**src/hdl/csvti_pkg.sv**
```systemverilog
package csvti_pkg;

  // default depth of the queue between front and back
  localparam int unsigned QUEUE_DEPTH = 4;

  typedef enum logic [1:0] {
    CMD_BYTE       = 2'd0,
    CMD_EMPTY      = 2'd1,
    CMD_NEW_COLUMN = 2'd2,
    CMD_QUERY      = 2'd3
  } cmd_t;

  typedef enum logic [1:0] {
    TYPE_CHARACTER = 2'd0,
    TYPE_LOGICAL   = 2'd1,
    TYPE_INTEGER   = 2'd2,
    TYPE_DOUBLE    = 2'd3
  } col_type_t;

  typedef enum logic [3:0] {
    PH_START,
    PH_SIGN,
    PH_INT,
    PH_DOT0,
    PH_FRAC,
    PH_EXP,
    PH_EXPSIGN,
    PH_EXPDIG,
    PH_BAD
  } phase_t;

  // bit positions of the spelling candidates
  localparam int unsigned WM_TRUE_U  = 0;
  localparam int unsigned WM_TRUE_L  = 1;
  localparam int unsigned WM_FALSE_U = 2;
  localparam int unsigned WM_FALSE_L = 3;
  localparam int unsigned WM_INF     = 4;
  localparam int unsigned WM_NAN     = 5;

  // words sit right-aligned, first letter highest
  localparam logic [63:0] WORD_TRUE_U  = "TRUE";
  localparam logic [63:0] WORD_TRUE_L  = "true";
  localparam logic [63:0] WORD_FALSE_U = "FALSE";
  localparam logic [63:0] WORD_FALSE_L = "false";
  localparam logic [63:0] WORD_INF     = "Inf";
  localparam logic [63:0] WORD_NAN     = "NaN";
  localparam logic [2:0]  LEN_TRUE     = 3'd4;
  localparam logic [2:0]  LEN_FALSE    = 3'd5;
  localparam logic [2:0]  LEN_SPECIAL  = 3'd3;

  localparam logic [7:0] CH_PLUS  = "+";
  localparam logic [7:0] CH_MINUS = "-";
  localparam logic [7:0] CH_DOT   = ".";
  localparam logic [7:0] CH_ZERO  = "0";
  localparam logic [7:0] CH_NINE  = "9";
  localparam logic [7:0] CH_E_UP  = "E";
  localparam logic [7:0] CH_E_LO  = "e";

  localparam logic [2:0] POS_MAX = 3'd6;

  localparam logic signed [35:0] INT_MAX_WIDE = 36'sd2147483647;
  localparam logic signed [35:0] INT_MIN_WIDE = -36'sd2147483647;

  // classified item handed from front to back
  typedef struct packed {
    cmd_t       cmd;
    logic [7:0] data;
    logic       last;
    logic       is_digit;
    logic       is_sign;
    logic       is_minus;
    logic       is_dot;
    logic       is_exp;
    logic [3:0] digit;
  } item_t;

  // letter of word w at position p equals b
  function automatic logic word_hit(logic [63:0] w, logic [2:0] len, logic [2:0] p,
                                    logic [7:0] b);
    logic [2:0] rev;
    logic [5:0] base;
    rev  = len - 3'd1 - p;
    base = {rev, 3'b000};
    return (p < len) && (w[base +: 8] == b);
  endfunction

endpackage

```
**src/hdl/csvti_front.sv**
```systemverilog
module csvti_front (
  input  logic               clk,
  input  logic               rst,
  input  logic               in_valid,
  output logic               in_ready,
  input  logic [1:0]         cmd,
  input  logic [7:0]         data_byte,
  input  logic               cell_last,
  output logic               item_valid,
  input  logic               item_ready,
  output csvti_pkg::item_t   item
);

  csvti_pkg::item_t item_class;

  always_comb begin
    item_class.cmd      = csvti_pkg::cmd_t'(cmd);
    item_class.data     = data_byte;
    item_class.last     = cell_last;
    item_class.is_digit = (data_byte >= csvti_pkg::CH_ZERO) && (data_byte <= csvti_pkg::CH_NINE);
    item_class.is_minus = (data_byte == csvti_pkg::CH_MINUS);
    item_class.is_sign  = (data_byte == csvti_pkg::CH_PLUS) || item_class.is_minus;
    item_class.is_dot   = (data_byte == csvti_pkg::CH_DOT);
    item_class.is_exp   = (data_byte == csvti_pkg::CH_E_UP) ||
                          (data_byte == csvti_pkg::CH_E_LO);
    item_class.digit    = data_byte[3:0];
  end

  assign in_ready = !item_valid || item_ready;

  always_ff @(posedge clk) begin
    if (rst) begin
      item_valid <= 1'b0;
    end else if (in_ready) begin
      item_valid <= in_valid;
    end
  end

  always_ff @(posedge clk) begin
    if (in_valid && in_ready) begin
      item <= item_class;
    end
  end

endmodule

```
**src/hdl/csvti_queue.sv**
```systemverilog
module csvti_queue #(
  parameter int unsigned DEPTH = csvti_pkg::QUEUE_DEPTH
) (
  input  logic             clk,
  input  logic             rst,
  input  logic             push_valid,
  output logic             push_ready,
  input  csvti_pkg::item_t push_item,
  output logic             pop_valid,
  input  logic             pop_ready,
  output csvti_pkg::item_t pop_item
);

  localparam int unsigned PTR_W = (DEPTH > 1) ? $clog2(DEPTH) : 1;
  localparam int unsigned CNT_W = $clog2(DEPTH + 1);
  localparam logic [PTR_W-1:0] PTR_LAST = PTR_W'(DEPTH - 1);
  localparam logic [CNT_W-1:0] CNT_FULL = CNT_W'(DEPTH);

  csvti_pkg::item_t slots [DEPTH];
  logic [PTR_W-1:0] wr_ptr;
  logic [PTR_W-1:0] rd_ptr;
  logic [CNT_W-1:0] count;
  logic             push;
  logic             pop;

  assign push_ready = (count != CNT_FULL);
  assign pop_valid  = (count != '0);
  assign push       = push_valid && push_ready;
  assign pop        = pop_valid && pop_ready;
  assign pop_item   = slots[rd_ptr];

  always_ff @(posedge clk) begin
    if (rst) begin
      wr_ptr <= '0;
      rd_ptr <= '0;
      count  <= '0;
    end else begin
      if (push) begin
        wr_ptr <= (wr_ptr == PTR_LAST) ? '0 : wr_ptr + 1'b1;
      end
      if (pop) begin
        rd_ptr <= (rd_ptr == PTR_LAST) ? '0 : rd_ptr + 1'b1;
      end
      if (push && !pop) begin
        count <= count + 1'b1;
      end else if (pop && !push) begin
        count <= count - 1'b1;
      end
    end
  end

  always_ff @(posedge clk) begin
    if (push) begin
      slots[wr_ptr] <= push_item;
    end
  end

endmodule

```
**src/hdl/csvti_back.sv**
```systemverilog
module csvti_back (
  input  logic                    clk,
  input  logic                    rst,
  input  logic                    item_valid,
  output logic                    item_ready,
  input  csvti_pkg::item_t        item,
  output logic                    out_valid,
  input  logic                    out_ready,
  output logic [1:0]              column_type,
  output logic                    from_cell,
  output logic                    cell_is_logical,
  output logic                    cell_logical_value,
  output logic                    cell_is_integer,
  output logic signed [31:0]      cell_int_value,
  output logic                    cell_is_double
);

  // column state
  logic may_logical, may_logical_next;
  logic may_integer, may_integer_next;
  logic may_double, may_double_next;
  logic no_cell_seen, no_cell_seen_next;
  // cell state
  logic [2:0]          byte_pos, byte_pos_next;
  logic [5:0]          word_flags, word_flags_next;
  logic signed [31:0]  int_acc, int_acc_next;
  logic                int_sign, int_sign_next;
  logic                int_neg, int_neg_next;
  logic                int_ovf, int_ovf_next;
  csvti_pkg::phase_t   phase, phase_next, phase_byte;

  // result
  logic                   out_valid_next;
  logic                   res_load;
  csvti_pkg::col_type_t   res_type;
  logic                   res_from_cell, res_lg, res_lv, res_ig, res_db;
  logic signed [31:0]     res_iv;

  // per-byte datapath
  logic                   take;
  logic [2:0]             p;
  logic                   lead_sign;
  logic [5:0]             wm;
  logic                   sign_b, neg_b, ovf_b, acc_upd, over;
  logic signed [35:0]     acc_ext, acc_wide, digit_ext;
  logic signed [31:0]     acc_b;
  logic [2:0]             pos_b;
  logic                   lg, lv, ig, db;
  logic                   ml_fin, mi_fin, md_fin;

  assign item_ready = !out_valid || out_ready;
  assign take       = item_valid && item_ready;

  function automatic csvti_pkg::col_type_t col_type(logic none, logic ml, logic mi, logic md);
    csvti_pkg::col_type_t t;
    priority if (none) t = csvti_pkg::TYPE_CHARACTER;
    else if (ml)       t = csvti_pkg::TYPE_LOGICAL;
    else if (mi)       t = csvti_pkg::TYPE_INTEGER;
    else if (md)       t = csvti_pkg::TYPE_DOUBLE;
    else               t = csvti_pkg::TYPE_CHARACTER;
    return t;
  endfunction

  // number grammar phase for a byte
  always_comb begin
    unique case (phase)
      csvti_pkg::PH_START: begin
        priority if (item.is_sign) phase_byte = csvti_pkg::PH_SIGN;
        else if (item.is_digit)    phase_byte = csvti_pkg::PH_INT;
        else if (item.is_dot)      phase_byte = csvti_pkg::PH_DOT0;
        else                       phase_byte = csvti_pkg::PH_BAD;
      end
      csvti_pkg::PH_SIGN: begin
        priority if (item.is_digit) phase_byte = csvti_pkg::PH_INT;
        else if (item.is_dot)       phase_byte = csvti_pkg::PH_DOT0;
        else                        phase_byte = csvti_pkg::PH_BAD;
      end
      csvti_pkg::PH_INT: begin
        priority if (item.is_digit) phase_byte = csvti_pkg::PH_INT;
        else if (item.is_dot)       phase_byte = csvti_pkg::PH_FRAC;
        else if (item.is_exp)       phase_byte = csvti_pkg::PH_EXP;
        else                        phase_byte = csvti_pkg::PH_BAD;
      end
      csvti_pkg::PH_DOT0: begin
        phase_byte = item.is_digit ? csvti_pkg::PH_FRAC : csvti_pkg::PH_BAD;
      end
      csvti_pkg::PH_FRAC: begin
        priority if (item.is_digit) phase_byte = csvti_pkg::PH_FRAC;
        else if (item.is_exp)       phase_byte = csvti_pkg::PH_EXP;
        else                        phase_byte = csvti_pkg::PH_BAD;
      end
      csvti_pkg::PH_EXP: begin
        priority if (item.is_sign) phase_byte = csvti_pkg::PH_EXPSIGN;
        else if (item.is_digit)    phase_byte = csvti_pkg::PH_EXPDIG;
        else                       phase_byte = csvti_pkg::PH_BAD;
      end
      csvti_pkg::PH_EXPSIGN, csvti_pkg::PH_EXPDIG: begin
        phase_byte = item.is_digit ? csvti_pkg::PH_EXPDIG : csvti_pkg::PH_BAD;
      end
      default: phase_byte = csvti_pkg::PH_BAD;
    endcase
  end

  // next state of the grammar
  always_comb begin
    phase_next = phase;
    if (take) begin
      unique case (item.cmd)
        csvti_pkg::CMD_BYTE:       phase_next = item.last ? csvti_pkg::PH_START : phase_byte;
        csvti_pkg::CMD_EMPTY,
        csvti_pkg::CMD_NEW_COLUMN: phase_next = csvti_pkg::PH_START;
        csvti_pkg::CMD_QUERY:      phase_next = phase;
        default:                   phase_next = phase;
      endcase
    end
  end

  // byte datapath, column flags and result
  always_comb begin
    p         = byte_pos;
    lead_sign = (p == 3'd0) && item.is_sign;

    wm = word_flags;
    if (!csvti_pkg::word_hit(csvti_pkg::WORD_TRUE_U, csvti_pkg::LEN_TRUE, p, item.data))
      wm[csvti_pkg::WM_TRUE_U] = 1'b0;
    if (!csvti_pkg::word_hit(csvti_pkg::WORD_TRUE_L, csvti_pkg::LEN_TRUE, p, item.data))
      wm[csvti_pkg::WM_TRUE_L] = 1'b0;
    if (!csvti_pkg::word_hit(csvti_pkg::WORD_FALSE_U, csvti_pkg::LEN_FALSE, p, item.data))
      wm[csvti_pkg::WM_FALSE_U] = 1'b0;
    if (!csvti_pkg::word_hit(csvti_pkg::WORD_FALSE_L, csvti_pkg::LEN_FALSE, p, item.data))
      wm[csvti_pkg::WM_FALSE_L] = 1'b0;
    if (lead_sign) begin
      wm[csvti_pkg::WM_NAN] = 1'b0;
    end else begin
      // Inf is counted after an optional leading sign
      if ((p < {2'b00, int_sign}) ||
          !csvti_pkg::word_hit(csvti_pkg::WORD_INF, csvti_pkg::LEN_SPECIAL,
                               p - {2'b00, int_sign}, item.data))
        wm[csvti_pkg::WM_INF] = 1'b0;
      if (!csvti_pkg::word_hit(csvti_pkg::WORD_NAN, csvti_pkg::LEN_SPECIAL, p, item.data))
        wm[csvti_pkg::WM_NAN] = 1'b0;
    end

    sign_b = int_sign | lead_sign;
    neg_b  = int_neg | (lead_sign & item.is_minus);

    // accumulate with the sign already applied, times ten as two shifts
    acc_ext   = {{4{int_acc[31]}}, int_acc};
    digit_ext = {32'd0, item.digit};
    acc_wide  = int_neg ? (acc_ext <<< 3) + (acc_ext <<< 1) - digit_ext
                        : (acc_ext <<< 3) + (acc_ext <<< 1) + digit_ext;
    over      = int_neg ? (acc_wide < csvti_pkg::INT_MIN_WIDE)
                        : (acc_wide > csvti_pkg::INT_MAX_WIDE);
    acc_upd   = !lead_sign && item.is_digit && !int_ovf;
    ovf_b     = int_ovf | (acc_upd & over);
    acc_b     = (acc_upd && !over) ? acc_wide[31:0] : int_acc;
    pos_b     = (p == csvti_pkg::POS_MAX) ? p : p + 3'd1;

    // cell verdict when this byte ends the cell
    lv = (wm[csvti_pkg::WM_TRUE_U] | wm[csvti_pkg::WM_TRUE_L]) && (pos_b == csvti_pkg::LEN_TRUE);
    lg = lv || ((wm[csvti_pkg::WM_FALSE_U] | wm[csvti_pkg::WM_FALSE_L]) &&
                (pos_b == csvti_pkg::LEN_FALSE));
    ig = (phase_byte == csvti_pkg::PH_INT) && !ovf_b;
    db = (phase_byte == csvti_pkg::PH_INT) || (phase_byte == csvti_pkg::PH_FRAC) ||
         (phase_byte == csvti_pkg::PH_EXPDIG) ||
         (wm[csvti_pkg::WM_INF] && (pos_b == csvti_pkg::LEN_SPECIAL + {2'b00, sign_b})) ||
         (wm[csvti_pkg::WM_NAN] && (pos_b == csvti_pkg::LEN_SPECIAL));
    ml_fin = may_logical & lg;
    mi_fin = may_integer & ig;
    md_fin = may_double & db;

    may_logical_next  = may_logical;
    may_integer_next  = may_integer;
    may_double_next   = may_double;
    no_cell_seen_next = no_cell_seen;
    byte_pos_next     = byte_pos;
    word_flags_next   = word_flags;
    int_acc_next      = int_acc;
    int_sign_next     = int_sign;
    int_neg_next      = int_neg;
    int_ovf_next      = int_ovf;

    res_load      = 1'b0;
    res_type      = col_type(no_cell_seen, may_logical, may_integer, may_double);
    res_from_cell = 1'b0;
    res_lg        = 1'b0;
    res_lv        = 1'b0;
    res_ig        = 1'b0;
    res_iv        = '0;
    res_db        = 1'b0;

    if (take) begin
      unique case (item.cmd)
        csvti_pkg::CMD_BYTE: begin
          if (item.last) begin
            may_logical_next  = ml_fin;
            may_integer_next  = mi_fin;
            may_double_next   = md_fin;
            no_cell_seen_next = 1'b0;
            byte_pos_next     = '0;
            word_flags_next   = '1;
            int_acc_next      = '0;
            int_sign_next     = 1'b0;
            int_neg_next      = 1'b0;
            int_ovf_next      = 1'b0;
            res_load          = 1'b1;
            res_type          = col_type(1'b0, ml_fin, mi_fin, md_fin);
            res_from_cell     = 1'b1;
            res_lg            = lg;
            res_lv            = lv;
            res_ig            = ig;
            res_iv            = ig ? acc_b : '0;
            res_db            = db;
          end else begin
            byte_pos_next   = pos_b;
            word_flags_next = wm;
            int_acc_next    = acc_b;
            int_sign_next   = sign_b;
            int_neg_next    = neg_b;
            int_ovf_next    = ovf_b;
          end
        end
        csvti_pkg::CMD_EMPTY: begin
          may_logical_next  = 1'b0;
          may_integer_next  = 1'b0;
          may_double_next   = 1'b0;
          no_cell_seen_next = 1'b0;
          byte_pos_next     = '0;
          word_flags_next   = '1;
          int_acc_next      = '0;
          int_sign_next     = 1'b0;
          int_neg_next      = 1'b0;
          int_ovf_next      = 1'b0;
          res_load          = 1'b1;
          res_type          = csvti_pkg::TYPE_CHARACTER;
          res_from_cell     = 1'b1;
        end
        csvti_pkg::CMD_NEW_COLUMN: begin
          may_logical_next  = 1'b1;
          may_integer_next  = 1'b1;
          may_double_next   = 1'b1;
          no_cell_seen_next = 1'b1;
          byte_pos_next     = '0;
          word_flags_next   = '1;
          int_acc_next      = '0;
          int_sign_next     = 1'b0;
          int_neg_next      = 1'b0;
          int_ovf_next      = 1'b0;
        end
        csvti_pkg::CMD_QUERY: begin
          res_load = 1'b1;
        end
        default: begin
          res_load = 1'b0;
        end
      endcase
    end

    out_valid_next = res_load ? 1'b1 : (out_ready ? 1'b0 : out_valid);
  end

  always_ff @(posedge clk) begin
    if (rst) begin
      may_logical  <= 1'b1;
      may_integer  <= 1'b1;
      may_double   <= 1'b1;
      no_cell_seen <= 1'b1;
      byte_pos     <= '0;
      word_flags   <= '1;
      int_acc      <= '0;
      int_sign     <= 1'b0;
      int_neg      <= 1'b0;
      int_ovf      <= 1'b0;
      phase        <= csvti_pkg::PH_START;
      out_valid    <= 1'b0;
    end else begin
      may_logical  <= may_logical_next;
      may_integer  <= may_integer_next;
      may_double   <= may_double_next;
      no_cell_seen <= no_cell_seen_next;
      byte_pos     <= byte_pos_next;
      word_flags   <= word_flags_next;
      int_acc      <= int_acc_next;
      int_sign     <= int_sign_next;
      int_neg      <= int_neg_next;
      int_ovf      <= int_ovf_next;
      phase        <= phase_next;
      out_valid    <= out_valid_next;
    end
  end

  always_ff @(posedge clk) begin
    if (res_load) begin
      column_type        <= res_type;
      from_cell          <= res_from_cell;
      cell_is_logical    <= res_lg;
      cell_logical_value <= res_lv;
      cell_is_integer    <= res_ig;
      cell_int_value     <= res_iv;
      cell_is_double     <= res_db;
    end
  end

endmodule

```
**src/hdl/csv_column_type_inference.sv**
```systemverilog
// csv column type inference: cell text arrives one byte per transfer (cmd 0, cell_last on
// the final byte), cmd 1 marks an empty non-missing cell, cmd 2 starts a new column and
// cmd 3 asks for the current column type. every finished cell gives one result transfer
// with the cell's logical / integer / double verdict, its integer value and the column
// type after that cell; a query gives the column type with from_cell low and all cell
// fields zero; a new-column command and cell bytes other than the last give no result.
// the block takes one transfer per cycle while the output side is not stalled; that rate
// is set by the back end's per-byte update, a times-ten accumulate and range compare on a
// signed 36-bit value. a transfer passes the front register, the queue and the output
// register and waits behind earlier items in the queue. the queue of QUEUE_DEPTH entries
// lets the input side keep going while the output side is stalled, until the queue fills.
module csv_column_type_inference #(
  parameter int unsigned QUEUE_DEPTH = csvti_pkg::QUEUE_DEPTH
) (
  input  logic               clk,
  input  logic               rst,
  // input channel
  input  logic               in_valid,
  output logic               in_ready,
  input  logic [1:0]         cmd,
  input  logic [7:0]         data_byte,
  input  logic               cell_last,
  // result channel
  output logic               out_valid,
  input  logic               out_ready,
  output logic [1:0]         column_type,
  output logic               from_cell,
  output logic               cell_is_logical,
  output logic               cell_logical_value,
  output logic               cell_is_integer,
  output logic signed [31:0] cell_int_value,
  output logic               cell_is_double
);

  // front to queue
  csvti_pkg::item_t front_item;
  logic             front_valid;
  logic             front_ready;
  // queue to back
  csvti_pkg::item_t back_item;
  logic             back_valid;
  logic             back_ready;

  // front: registers the transfer and decodes the byte class
  csvti_front u_front (
    .clk        (clk),
    .rst        (rst),
    .in_valid   (in_valid),
    .in_ready   (in_ready),
    .cmd        (cmd),
    .data_byte  (data_byte),
    .cell_last  (cell_last),
    .item_valid (front_valid),
    .item_ready (front_ready),
    .item       (front_item)
  );

  // decoupling queue so the front keeps accepting while results wait
  csvti_queue #(
    .DEPTH (QUEUE_DEPTH)
  ) u_queue (
    .clk        (clk),
    .rst        (rst),
    .push_valid (front_valid),
    .push_ready (front_ready),
    .push_item  (front_item),
    .pop_valid  (back_valid),
    .pop_ready  (back_ready),
    .pop_item   (back_item)
  );

  // back: per-cell matching, integer accumulate, column flags, output register
  csvti_back u_back (
    .clk                (clk),
    .rst                (rst),
    .item_valid         (back_valid),
    .item_ready         (back_ready),
    .item               (back_item),
    .out_valid          (out_valid),
    .out_ready          (out_ready),
    .column_type        (column_type),
    .from_cell          (from_cell),
    .cell_is_logical    (cell_is_logical),
    .cell_logical_value (cell_logical_value),
    .cell_is_integer    (cell_is_integer),
    .cell_int_value     (cell_int_value),
    .cell_is_double     (cell_is_double)
  );

endmodule

```
**config.mk**
```make
export PLATFORM = sky130hd
export DESIGN_NAME = csv_column_type_inference
export DESIGN_NICKNAME = d
export VERILOG_FILES = /design/src/hdl/csvti_pkg.sv /design/src/hdl/csvti_front.sv /design/src/hdl/csvti_queue.sv /design/src/hdl/csvti_back.sv /design/src/hdl/csv_column_type_inference.sv
export SDC_FILE = /design/constraint.sdc
export NUM_CORES = 1
export LEC_CHECK = 0
export BUFFER_PORTS_ARGS = -buffer_cell sky130_fd_sc_hd__buf_2
export CORE_AREA = 2 2 217 240
export DETAILED_ROUTE_END_ITERATION = 6
export DIE_AREA = 0 0 219 242
export GPL_ROUTABILITY_DRIVEN = 1
export PLACE_DENSITY_LB_ADDON = 0.05
export SETUP_SLACK_MARGIN = 0.4
export SLEW_MARGIN = 20
export SYNTH_ARGS = -nofsm -noshare
export SYNTH_HDL_FRONTEND = slang
export SYNTH_SLANG_ARGS = --single-unit
```
**constraint.sdc**
```tcl
create_clock -name clk -period 6.7 [get_ports clk]
set_clock_uncertainty 0.15 [all_clocks]
set_input_delay 1.34 -clock clk [delete_from_list [all_inputs] [get_ports clk]]
set_output_delay 1.34 -clock clk [all_outputs]
set_load 0.01 [all_outputs]
```
==> run metrics, run 1 <==
status finished, final reports clean; Synth Area in Adders 0.0692; dpl cell area 0.0138 mm2; Least-Margin Pin Slew between 1 and 1.5 ns; Comb pwr share 0.467; Worst EP arrival ~6.1 ns; CP required 6.83 ns; Starting Density 0.247; Most used DFF post-synth edfxtp_1; Setup violations, final 0; crit path capture type register; antenna violations before repair 0; IO Pins 56; fin cells 2040; synth-to-layout area growth 14.9%; dominant cells by area after synthesis edfxtp_1 28%, dfxtp_1 10%, ha_1 6.3%, a21oi_1 4.3%, o32ai_2 3.2%; Crit Path Category reg2reg; Sw Share 0.442; share of cells above drive strength 1 0.176; Avg Synthesized Cell Area 9.63 um2; #FFs+latches synth ~180; Post-CTS Setup Repair Bufs 0; TNS Setup 0 ns; Wirelength per Cell between 20 and 25 um; Worst Path Max Fanout 22; multi-input logic area 0.00716 mm2; post-synthesis cell count 1303; Pre-antenna DRT Iters 5; cell accounting for the most synthesized area edfxtp_1; I/O Buffers 55; Seq pwr share 0.318; Max clock buf depth 2; Fmax achieved 0.167 GHz; Critical Path Source Type register; minimum clock period 5.98 ns; Clock Sink Count 182; Nets about 1400; Vias/cell 5.04; Antenna diodes 0; Clock transition at path regs 0.08 ns; XOR/XNOR Fraction of Synth Area 0.0522; Post-Synthesis Cell Area 0.0125 mm2; Core ar. 0.0507 mm2; Iter 0 DRT Violations 509; Synth warnings 0; CTS Root Cell clkbuf_16; Synth top area share 0.285; Post-Synth Simple-Gate Area 0.181; Pleak roughly 5 nW; register area slightly below 0.005 mm2; Residual DRC 0; synth unique cells 97; # fillers 5503; largest family of logic cells by synthesized area compound AO/OA/AOI/OAI gates; Post-Place Cells 2008; multiplexer share of the synthesized area 0.0362; H-Tree Depth 4; DIE AREA 0.0530 mm2; Placer Congestion between 0.8 and 0.9; min-delay worst type reg2reg; final hold violations 0; Post-Layout Inst Area 0.0144 mm2; fin crit share 0.892; Num CTS Buffers 17; die width 219 um; via count 10300; register area share after synthesis 0.385; Synthesized Nets 1385; Synth async-reset ratio 0; largest net degree at the start of global routing 46; CTS tree yes; Detail Route Antenna Nets 0; RSZ-0062 raised after global routing true; Clock Latency Late Sink 0.49 ns; chip height 242 um; DP Wirelength 31400 um; P_sw approximately 0.0021 W; global route overflow 0; Rel. slew slack 0.304; Clk pwr share 0.215; internal power 0.00269 W; Worst IR Drop VDD about 0.22 mV; power per cell area around 330 mW/mm2; Total Routed Length about 42000 um; number of max-cap violations 0; Rows 87; EDFF count, synth 119; vias in the first global route between 10000 and 15000; GRT Total Usage 0.163; first-pass GRT wire length 65200 um; final slew viol count 0; Synth Area in Compound Gates 0.227
final cells by class:
class,instances,area share
tap,667,0.0579
multi-input combinational,975,0.497
clock inverter,14,0.0109
clock buffer,18,0.0298
sequential,182,0.336
inverter,73,0.0191
timing repair buffer,111,0.0497
routing by layer:
metal | part of all wire | routed length (um) | global-route usage | vias up
met1 | 0.45 | 18600 | 0.202 | 5077
li1 | - | - | - | 5052
met2 | 0.52 | 21500 | 0.288 | 122
met4 | 0.017 | 705 | 0.0471 | 0
met5 | 0 | 0 | 0 | -
met3 | 0.020 | 823 | 0.0262 | 28
state kept, by name, summed over array words and instances, names as in the netlist, 2 cells and up, named ones only:
name,count
u_back.phase,4
u_queue.rd_ptr,2
u_queue.wr_ptr,2
u_front.item,16
u_back.column_type,2
u_queue.count,3
u_back.cell_int_value,32
u_back.word_flags,6
u_back.byte_pos,3
u_queue.slots,64
u_back.int_acc,32
cells in the mapped netlist (5+ instances only):
cell / instances
a211o_1: 6
a211oi_1: 5
a211oi_2: 5
a21o_1: 6
a21oi_1: 109
a22oi_1: 8
a311oi_1: 11
a31oi_1: 17
a32oi_1: 8
and2_1: 16
and3_1: 5
and4_1: 9
buf_2: 19
buf_4: 8
clkbuf_1: 41
dfxtp_1: 63
edfxtp_1: 119
ha_1: 63
inv_1: 72
mux2i_1: 6
mux4_2: 16
nand2_1: 89
nand2b_1: 15
nand3_1: 30
nand3b_1: 5
nand4_1: 24
nor2_1: 104
nor2b_1: 8
nor3_1: 29
nor4_1: 11
o211ai_1: 12
o21a_1: 7
o21ai_0: 55
o21ai_1: 34
o21bai_1: 6
o22ai_1: 10
o31ai_1: 8
o32ai_1: 8
o32ai_2: 25
or2_2: 8
or3_1: 29
or4_1: 6
xnor2_1: 39
xor2_1: 32
worst paths after layout:
kind,start,end,slack (ns),cells after the start
worst max register to register,u_back.int_acc[3]$_SDFFE_PP0P_,u_back.cell_int_value[11]$_SDFFCE_PN0P_,0.72,17
worst min-delay path,u_back.word_flags[4]$_SDFFE_PP1P_,u_back.word_flags[4]$_SDFFE_PP1P_,0.32,2
worst min register to register,u_back.word_flags[4]$_SDFFE_PP1P_,u_back.word_flags[4]$_SDFFE_PP1P_,0.32,2
worst max-delay path,u_back.int_acc[3]$_SDFFE_PP0P_,u_back.cell_int_value[11]$_SDFFCE_PN0P_,0.72,17
per-stage QoR:
stage               hold slack [ns]  power [W]   util  worst slack (ns)
floorplan                     0.289    0.00306      -             0.893
global placement              0.303    0.00385  0.271             0.332
detailed placement            0.308    0.00385  0.271             0.416
CTS                           0.325    0.00492  0.283             0.461
global route                  0.331    0.00519  0.284             0.381
finish                        0.323    0.00482  0.284             0.722
power groups by stage:
stage / logic [W] / clock network, W / registers, W
global placement: 0.00229 / 0 / 0.00156
finish: 0.00225 / 0.00104 / 0.00153
detailed placement: 0.00229 / 0 / 0.00156
global route: 0.00250 / 0.00113 / 0.00156
floorplan: 0.00149 / 0 / 0.00157
CTS: 0.00230 / 0.00108 / 0.00154
cell usage in the layout (no fill, tap or decap), drive strengths merged, types with 7 or more instances in the layout:
master  instances
edfxtp        119
a21oi         114
buf           111
nor2          104
o21ai          91
nand2          89
inv            81
ha             63
dfxtp          63
xnor2          41
o32ai          33
xor2           32
nand3          31
nor3           31
or3            29
nand4          25
clkbuf         18
a31oi          17
nor4           17
mux4           16
and2           16
nand2b         15
o211ai         13
a311oi         11
a211oi         11
o22ai          10
and4            9
or2             9
o31ai           8
a22oi           8
a32oi           8
nor2b           8
o21a            7
critical path: stages, from the launching register on:
cell and delay (ns):
dfxtp_1 0.42, ha_1 0.28, a211oi_2 0.41, o21ai_1 0.24, a32oi_1 0.49, nand3_1 0.16
xor2_1 0.58, nor4bb_1 0.40, buf_4 0.18, nand2_1 0.10, o21ai_0 0.22, xnor2_1 0.21
nor4_2 0.41, nand4_2 0.23, buf_4 0.21, a211o_1 0.39, buf_4 0.27, a311oi_1 0.38
cells by family after synthesis:
| kind of cell | after synthesis |
|---|---|
| adder cells (fa/ha/maj) | 67 |
| AND/OR/NAND/NOR | 420 |
| multiplexers | 25 |
| flip-flops | 182 |
| buffers and inverters | 146 |
| XOR/XNOR | 73 |
| AO/OA/AOI/OAI | 390 |
repair_timing:
item | 4_1_cts | 5_1_grt
endpoints found under the setup margin | 0 | 67
hold buffers | 0 | 0
gates resized for setup | 0 | 12
No activity file was read; power rests on OpenSTA's default activity.
==> run 2, diff against run 1 <==
--- a/config.mk
+++ b/config.mk
@@ -11,6 +11,7 @@
 export DIE_AREA = 0 0 219 242
 export GPL_ROUTABILITY_DRIVEN = 1
 export PLACE_DENSITY_LB_ADDON = 0.05
+export REMOVE_ABC_BUFFERS = 1
 export SETUP_SLACK_MARGIN = 0.4
 export SLEW_MARGIN = 20
 export SYNTH_ARGS = -nofsm -noshare
==> run 2 against run 1 <==
  * Sequential share of layout area grew 0.12 points
  * Largest cell class unchanged
  * Clock power grew 5%
  * Cell area shrank 0.39%
  * Via count shrank 0.42%
==> run metrics, run 2 (synthesis gave the netlist of run 1 again) <==
HP Start u_back.word_flags[4]$_SDFFE_PP1P_ (unchanged); number of max-cap violations 0 (unchanged); Reg2Reg Launch Point u_back.int_acc[3]$_SDFFE_PP0P_ (unchanged); antenna violations before repair 0 (unchanged); TNS Setup 0 ns (unchanged); chip height 242 um (unchanged); Sw Share 0.428 (was 0.442); final hold violations 0 (unchanged); share of cells above drive strength 1 0.166 (was 0.176); Worst Path Max Fanout 17 (was 22); flip-flop count of the largest register after layout 64 (unchanged); Place WS 0.241 ns (was 0.416 ns); min-delay worst type reg2reg (unchanged); crit path launch u_back.int_acc[3]$_SDFFE_PP0P_ (unchanged); Comb pwr share 0.464 (was 0.467); global route overflow 0 (unchanged); Clk pwr share 0.224 (was 0.215); Starting Density 0.247 (unchanged); Critical Path Source Type register (unchanged); status finished, final reports clean (unchanged); Setup violations, final 0 (unchanged); most frequent cells in the layout 119 x edfxtp_1, 109 x a21oi_1, 103 x nor2_1, 89 x nand2_1, 71 x inv_1 (was 119 x edfxtp_1, 106 x a21oi_1, 103 x nor2_1, 89 x nand2_1, 71 x inv_1); Placer Congestion 0.798 (was 0.821); # fillers 5456 (was 5503); IO Pins 56 (unchanged); Antenna diodes 0 (unchanged); Reg2Reg Setup Slack 0.74 ns (was 0.72 ns); Core ar. 0.0507 mm2 (unchanged); commonest non-fill, non-tap cell in the layout edfxtp_1 (unchanged); Rows 87 (unchanged); Detail Route Antenna Nets 0 (unchanged); fin util 0.283 (was 0.284); Total Routed Length 41500 um (was 41700 um); Residual DRC 0 (unchanged); Fmax achieved 0.168 GHz (was 0.167 GHz); Clock Sink Count 182 (unchanged); Max clock buf depth 2 (unchanged); reg2reg end u_back.cell_int_value[25]$_SDFFCE_PN0P_ (was u_back.cell_int_value[11]$_SDFFCE_PN0P_); Worst Reg2Reg Path Length in Cells 17 (unchanged); synth-to-layout area growth 14.5% (was 14.9%); Tot Pwr 0.00487 W (was 0.00482 W); CP required 6.74 ns (was 6.83 ns); Clock transition at path regs 0.08 ns (about the same); Nets 1430 (was 1442); CTS tree yes (unchanged); H-Tree Depth 4 (unchanged); first-pass GRT wire length 64000 um (was 65200 um); Num CTS Buffers 17 (unchanged); Vias/cell 5.05 (was 5.04); Pleak 4.84 nW (was 4.89 nW); Worst EP arrival 6.00 ns (was 6.10 ns); P_sw 0.00208 W (was 0.00213 W); power per cell area 339 mW/mm2 (was 335 mW/mm2); largest net degree at the start of global routing 46 (unchanged); hold worst-path end u_back.word_flags[4]$_SDFFE_PP1P_ (unchanged); crit path capture type register (unchanged); Least-Margin Pin Slew 1.05 ns (was 1.04 ns); Rel. slew slack 0.300 (was 0.304); Seq pwr share 0.313 (was 0.318); RSZ-0062 raised after global routing false (was true); via count 10200 (was 10300); internal power 0.00279 W (was 0.00269 W); Iter 0 DRT Violations 673 (was 509); I/O Buffers 55 (unchanged); Clock Latency Late Sink 0.46 ns (was 0.49 ns); minimum clock period 5.96 ns (was 5.98 ns); hold path depth 2 (unchanged); vias in the first global route 10500 (was 10600); Top Registers u_queue.slots: 64 flops, u_back.cell_int_value: 32 flops, u_back.int_acc: 32 flops (unchanged); GRT Total Usage 0.158 (was 0.163); Worst IR Drop VDD 0.275 mV (was 0.221 mV); DIE AREA 0.0530 mm2 (unchanged); Wirelength per Cell 20.4 um (about the same); DP Wirelength 31600 um (was 31400 um); Crit Path Category reg2reg (unchanged); fin crit share 0.890 (was 0.892); final slew viol count 0 (unchanged); CTS Root Cell clkbuf_16 (unchanged); Pre-antenna DRT Iters 5 (unchanged); hold buffer count at cts 0 (unchanged); Biggest register u_queue.slots (unchanged); die width 219 um (unchanged); setup ws final 0.738 ns (was 0.722 ns)
## run 2: changes by cell type in the layout (fill, tap and decap cells not counted), moves of 2 or more
cell,change
buf_6,-2
buf_4,-11
clkbuf_16,+3
inv_8,-2
a21oi_1,+3
a21oi_2,-3
a211oi_4,+2
clkinv_8,-3
a211oi_2,-2
## run 2: final cells by class
cell class,count,area [um2],share of cell area
clock inverter,12,124,0.00863
timing repair buffer,99,631,0.0439
tap,667,835,0.0581
inverter,73,274,0.0191
sequential,182,4830,0.337
multi-input combinational,975,7160,0.499
clock buffer,20,500,0.0349
## run 2: critical path, stage by stage (launching register included)
cell	delay (ns)
dfxtp_1	0.41
ha_1	0.27
a211oi_2	0.41
o21ai_1	0.24
a32oi_1	0.46
nand3_1	0.17
xor2_1	0.62
nor4bb_1	0.41
buf_4	0.20
nand2_1	0.10
o21ai_0	0.30
xor2_1	0.40
and3_1	0.27
nand4_2	0.20
a211o_4	0.50
o21ai_4	0.19
buf_4	0.28
a311oi_1	0.08
## run 2: what timing repair did
action,in CTS,in global routing
pin swaps,1,3
resized for setup,2,8
buffers inserted,1,6
endpoints found under the setup margin,63,68
## run 2: routing by layer
metal / vias to the layer above / share of wire / global-route usage
li1: 5011 / - / -
met1: 5048 / 0.44 / 0.193
met4: 0 / 0.034 / 0.0626
met3: 54 / 0.018 / 0.0195
met5: - / 0 / 0
met2: 123 / 0.51 / 0.281
## run 2: how the worst max path moves through the flow
stage	endpoint	slack [ns]	cells past startpoint
after floorplan	u_back.cell_int_value[12]$_SDFFCE_PN0P_	0.23	17
after global placement	u_back.cell_int_value[27]$_SDFFCE_PN0P_	0.27	18
after detailed placement	u_back.cell_int_value[25]$_SDFFCE_PN0P_	0.24	18
after CTS	u_back.cell_int_value[25]$_SDFFCE_PN0P_	0.45	16
after global routing	u_back.cell_int_value[25]$_SDFFCE_PN0P_	0.42	18
final	u_back.cell_int_value[25]$_SDFFCE_PN0P_	0.74	17
## run 2: through the flow
step	area, um2	hold slack, ns	std cells
floorplan	12200	0.288	1230
detailed placement	13600	0.307	1989
global placement	13600	0.302	1989
CTS	14300	0.320	2022
global route	14400	0.336	2028
finish	14400	0.317	2028
## run 2: power by group through the flow
stage / logic [W] / registers, W / clock network [W]
2_1_floorplan: 0.00133 / 0.00160 / 0
3_3_place_gp: 0.00226 / 0.00155 / 0
3_5_place_dp: 0.00224 / 0.00155 / 0
4_1_cts: 0.00225 / 0.00153 / 0.00113
5_1_grt: 0.00249 / 0.00155 / 0.00117
6_report: 0.00226 / 0.00152 / 0.00109
